$ cat src/integer_square_root_62bit_core_assert.svh
// Assertion macros shared by the square root core.
`ifndef INTEGER_SQUARE_ROOT_62BIT_CORE_ASSERT_SVH
`define INTEGER_SQUARE_ROOT_62BIT_CORE_ASSERT_SVH

`ifndef ASSERT_OFF

// Check a condition at every clock edge outside reset.
`define ISR62_ASSERT_NOW(label, cond, msg) \
  label: assert property (@(posedge clk) disable iff (rst) (cond)) else $error(msg);

// Check that a consequent holds in the same cycle as its antecedent.
`define ISR62_ASSERT_IMPL(label, ante, cons, msg) \
  label: assert property (@(posedge clk) disable iff (rst) (ante) |-> (cons)) else $error(msg);

`else

`define ISR62_ASSERT_NOW(label, cond, msg)
`define ISR62_ASSERT_IMPL(label, ante, cons, msg)

`endif

`endif

$ cat src/isr62_pkg.sv
// Types and constants of the 62-bit integer square root core.
package isr62_pkg;

  localparam int unsigned STEPS     = 32;
  localparam int unsigned REM_W     = 62;
  localparam int unsigned ACC_W     = 63;
  localparam int unsigned ROOT_W    = 32;
  localparam int unsigned RAD_W     = 64;

  localparam logic [ROOT_W-1:0] ROOT_ALL_ONES = 32'hFFFF_FFFF;

  // Control that travels down the pipe with each request.
  typedef struct packed {
    logic valid;
    logic oor;    // radicand at or above 2^62
  } stage_ctrl_t;

endpackage

$ cat src/isr62_stage.sv
// One restoring square root step with its pipeline register.
module isr62_stage
  import isr62_pkg::*;
#(
  parameter int unsigned STEP = 0
) (
  input  logic              clk,
  input  logic              rst,
  input  logic              advance,
  input  stage_ctrl_t       ctrl_in,
  input  logic [REM_W-1:0]  rem_in,
  input  logic [ACC_W-1:0]  acc_in,
  output stage_ctrl_t       ctrl,
  output logic [REM_W-1:0]  rem,
  output logic [ACC_W-1:0]  acc
);

  // Trial bit of this step: 2^(62 - 2*STEP).
  localparam logic [ACC_W-1:0] BIT = ACC_W'(1) << (2 * (STEPS - 1 - STEP));

  logic [ACC_W-1:0] trial;
  logic             fits;
  logic [REM_W-1:0] rem_next;
  logic [ACC_W-1:0] acc_next;

  always_comb begin
    trial = acc_in + BIT;
    fits  = {1'b0, rem_in} >= trial;
    if (fits) begin
      rem_next = rem_in - trial[REM_W-1:0];
      acc_next = (acc_in >> 1) + BIT;
    end else begin
      rem_next = rem_in;
      acc_next = acc_in >> 1;
    end
  end

  // Clear only the valid bit on reset; advance the payload whenever the pipe moves.
  always_ff @(posedge clk) begin
    if (rst) begin
      ctrl.valid <= 1'b0;
    end else if (advance) begin
      ctrl.valid <= ctrl_in.valid;
    end
    if (advance) begin
      ctrl.oor <= ctrl_in.oor;
      rem      <= rem_next;
      acc      <= acc_next;
    end
  end

endmodule

$ cat config.mk
export PLATFORM = sky130hd
export DESIGN_NAME = isr62_stage
export DESIGN_NICKNAME = d
export VERILOG_FILES = /design/src/integer_square_root_62bit_core_assert.svh /design/src/isr62_pkg.sv /design/src/isr62_stage.sv
export SDC_FILE = /design/constraint.sdc
export NUM_CORES = 1
export LEC_CHECK = 0
export ABC_CLOCK_PERIOD_IN_PS = 3940
export CORE_ASPECT_RATIO = 0.6
export CORE_MARGIN = 2
export CORE_UTILIZATION = 55
export DETAILED_ROUTE_END_ITERATION = 10
export DONT_BUFFER_PORTS = 1
export PLACE_DENSITY_LB_ADDON = 0.15
export SYNTH_ARGS = -nofsm -noshare
export SYNTH_HDL_FRONTEND = slang
export SYNTH_SLANG_ARGS = --single-unit
$ cat constraint.sdc
create_clock -name clk -period 3.94 [get_ports clk]
set_clock_uncertainty 0.2 [all_clocks]
set_input_delay 0.788 -clock clk [delete_from_list [all_inputs] [get_ports clk]]
set_output_delay 0.788 -clock clk [all_outputs]
set_load 0.02 [all_outputs]
# Word level (Yosys, flattened, before mapping)
# Cells that the tools add are included.
# classes
add_sub_neg,3
n_lt_le_gt_ge,1
n_mux,2
# ops
cell,count
$mux W62,2
$add A62 B63 Y63 const B,1
$add A63 B63 Y63 const B,1
$ge A62 B63 Y1,1
$sub A62 B62 Y62,1
# totals
reg_bits,127

# Depth between registers and ports, before layout
# logic_depth
ltp_word,3
ltp_mapped,16
depth_no_buf,14

# Worst setup path before layout
# Ideal clock, no wire load.
# synth_path
path_kind,input-to-reg
startpoint,in rem_in[0]
endpoint,reg rem[56] (data pin)
arrival_ps,3566
path_slack_ps,-86
path_stages,14
path_buffers,0
cell_sequence,inv_1 > ha_1 > inv_1 > fa_1 > a21o_1 > a221o_1 > a222oi_1 > nand4b_1 > a31oi_2 > o21bai_2 > a21oi_4 > o211ai_1 > o311a_1 > mux2_4
# synth_via
elab_chain_cells,2
word_cells_on_any_way,3
classes_between,add/sub: 1; order compare: 1; mux: 1
# synth_rtl
item,line_no,rtl
start: declaration,isr62_stage.sv:11,"input logic [REM_W-1:0] rem_in,"
$sub A62 B62 Y62 / $ge A62 B63 Y1 (equally long branches),"isr62_stage.sv:30, isr62_stage.sv:28",
$mux W62 (*),isr62_stage.sv:29,if (fits) begin
via rem_next[56],isr62_stage.sv:23,logic [REM_W-1:0] rem_next;
end signal: assignment,isr62_stage.sv:47,rem <= rem_next;
end: declaration,isr62_stage.sv:14,"output logic [REM_W-1:0] rem,"
# The timed path passes the listed nets; every way through them passes the cells marked *.
# A chain may end at the register's enable or synchronous reset.

# Worst setup path after layout
# layout_path
startpoint,in acc_in[10]
endpoint,reg rem[45] (data pin)
# layout_via
elab_chain_cells,3
word_cells_on_any_way,4
classes_between,add/sub: 2; order compare: 1; mux: 1
# layout_rtl
item,line_no,rtl
start: declaration,isr62_stage.sv:12,"input logic [ACC_W-1:0] acc_in,"
$add A63 B63 Y63 (*),isr62_stage.sv:27,trial = acc_in + BIT;
$sub A62 B62 Y62 / $ge A62 B63 Y1 (equally long branches),"isr62_stage.sv:30, isr62_stage.sv:28",
$mux W62 (*),isr62_stage.sv:29,
via rem_next[45],isr62_stage.sv:23,
# Marked as above.

==> metrics.md <==
| Metric | Value |
|---|---|
| WL per Instance | `21.3 um` |
| Clk buf depth | `2` |
| Starting Density | `0.562` |
| CTS tree | `done` |
| Hold_ws | `about 0.24 ns` |
| Post-cts resize count | `0` |
| Post-layout nets | `~1.1k` |
| Period utilisation layout | `0.976` |
| Rel. slew slack | `0.449` |
| EDFF count, synth | `126` |
| CP max stage delay | `about 0.69 ns` |
| Clk sinks | `127` |
| RR Startpoint | `ctrl[1]$_SDFFE_PP0P_` |
| Gr usage total | `0.268` |
| Post-synth top area share | `0.439` |
| Post-synthesis cell area | `8620 um^2` |
| Die height | `between 100 and 150 um` |
| Setup TNS | `0 ns` |
| CTS Buf Count | `17` |
| Final hold vios | `0` |
| Max frequency | `260 MHz` |
| P&R area growth vs syn | `14.8%` |
| Top cells by count, synth | `edfxtp_1, inv_1, a21oi_1` |
| Most common cell in the netlist | `edfxtp_1` |
| Fraction of layout cells with a size suffix above 1 | `0.205` |
| Ant diodes | `0` |
| CP cell instances | `inv_1, ha_1, nand2_1, o21ai_0, a22oi_1, a21oi_1, nor2_1, o21ai_0, a31oi_1, xnor2_1, mux2_4` |
| Hold Buf Count CTS | `0` |
| WP depth | `11` |
| Crit path required time | `3.91 ns` |
| Final Wtd Congestion | `a little under 1` |
| Worst Tran Pin Value | `0.818 ns` |
| Critical path buffers and inverters | `1` |
| Pin count of the biggest net entering global routing | `128` |
| Worst Setup Start Kind | `input port` |
| Slowest library cell on the worst path | `o21ai_0` |
| Async set or reset register ratio after synthesis | `0` |
| Dominant synthesized flop cell | `edfxtp_1` |
| RSZ-0062 raised after global routing | `no` |
| Data arrival time of the worst path | `~3.8 ns` |
| HP Class | `in -> reg` |
| Tmin final | `3.84 ns` |
| Chip width | `166 um` |
| Antenna violations before repair | `0` |
| Run status | `completed` |
| Register bit total from synthesis | `127` |
| Iteration count of the initial detailed-routing pass | `5` |
| Hold Path Stages | `1` |
| FF-to-FF End | `ctrl[1]$_SDFFE_PP0P_` |
| Remaining antenna violation count after routing | `0` |
| Vias | `6,559` |
| IR drop worst, VDD | `318 uV` |
| Top post-synthesis cells by area | `edfxtp_1, ha_1, mux2_2` |
| Max Cap Violations | `0` |
| Vias in the first global route | `6,441` |
| Total die area | `~17,000 um^2` |
| Vias per std cell | `6.08` |
| CP Class | `in -> reg` |
| Worst skew pair latency | `0.41 ns` |
| Yosys top cell by area | `edfxtp_1` |
| Setup crit end kind | `register` |
| Drt initial violations | `654` |
| End-of-flow core utilization | `0.646` |
| Syn Nets | `between 900 and 1k` |
| Placement row count | `35` |
| Drt total wl | `approximately 23,000 um` |
| Htree depth | `4` |
| CP delay by family, top | `compound AO/OA/AOI/OAI gates` |
| Cell repeated most along the worst path | `o21ai_0` |
| Global-route wire length before repair | `35,000 um` |
| Remaining global-route overflow | `0` |
| Netlist cell types | `68` |
| Pleak | `just over 0.004 uW` |
| Clock root cell | `clkbuf_16` |
| I/O Pins | `about 260` |
| Yosys warning total | `0` |
| Avg Cell Area, Syn | `10.7 um^2` |
| Total power divided by cell area | `439 nW/um^2` |
| # DRC | `0` |
| Synthesized instance count | `805` |
| CTS clk-pin slew, worst paths | `0.06 ns` |
| Cells on worst reg2reg path | `2` |
| Slew Limit Fails | `0` |
| Crit Path Max Fanout | `4` |
| Post-CTS setup buffer count | `0` |
| Final setup fails | `0` |
| Port Buffers | `0` |
| HP Start | `rst` |
| Register area share after synthesis | `0.441` |
| Reg-to-reg slack, setup | `3.04 ns` |
| End of the worst hold path | `ctrl[1]$_SDFFE_PP0P_` |
| DP Wirelength | `18,000 um` |
| CORE AREA | `15,300 um^2` |
[cells in the final DEF (no fill, tap or decap), drive strengths merged, types with 10 or more instances in the layout]
cell type / instances
edfxtp: 126
a21oi: 82
inv: 81
buf: 71
ha: 63
mux2: 57
nand2: 47
nor2: 42
a21o: 40
xnor2: 38
o21ai: 37
nand4: 20
clkbuf: 18
xor2: 17
nand3: 15
o21bai: 13
a31oi: 10
[flip-flops by register name (all words and copies together), names as in the netlist]
signal  count
acc        63
rem        62
ctrl        2
[cell families (layout without fill, tap and decap cells)]
group,count (synthesis),in the layout,synth area share
AOI/OAI and AO/OA,227,227,0.178
xor gates and xnor gates,55,55,0.0559
adders and majority gates,64,64,0.0938
buffers and inverters,111,182,0.0549
DFF,127,127,0.441
muxes,59,59,0.0846
and+or+nand+nor,162,162,0.0913
[worst max-delay path by stage]
stage,startpoint,end,slack [ns]
after floorplan,rem_in[0],rem[56]$_DFFE_PP_,-0.08
after global placement,rem_in[0],rem[56]$_DFFE_PP_,-0.20
after detailed placement,rem_in[0],rem[56]$_DFFE_PP_,-0.24
after CTS,rem_in[0],rem[56]$_DFFE_PP_,0.17
after global routing,rem_in[0],rem[56]$_DFFE_PP_,0.02
final,acc_in[10],rem[45]$_DFFE_PP_,0.1
[report_power, final]
part	total [uW]	switching, uW	internal, uW
Clock	1520	606	917
Sequential	1880	220	1660
Combinational	945	501	444
[worst register-to-register path, cell delays in order (launching register included)]
cell	delay, ns
dfxtp_1	0.45
mux2i_1	0.11
nor2_1	0.09
[metal layers]
metal,GRT usage,part of all wire,wire length (um),vias up
met2,0.386,0.41,9430,341
li1,-,-,-,3092
met5,0,0,0,-
met4,0.0595,0.012,269,0
met3,0.0974,0.11,2610,22
met1,0.387,0.47,10700,3104
[cell type report]
class	count	area, um^2
fill	1211	5430
multi-input combinational	567	4380
sequential	127	3800
timing repair buffer	71	583
clock buffer	18	429
inverter	81	319
tap	203	254
clock inverter	12	123
[per-stage QoR]
step	setup slack, ns	std cells	total power [uW]	cell area, um^2
global placement	-0.202	1049	2810	9340
CTS	0.168	1079	4340	9890
detailed placement	-0.239	1049	2830	9340
finish	0.0952	1079	4340	9890
global route	0.0238	1079	4500	9890
floorplan	-0.0817	805	2550	8670
(Power assumes the default switching activity.)
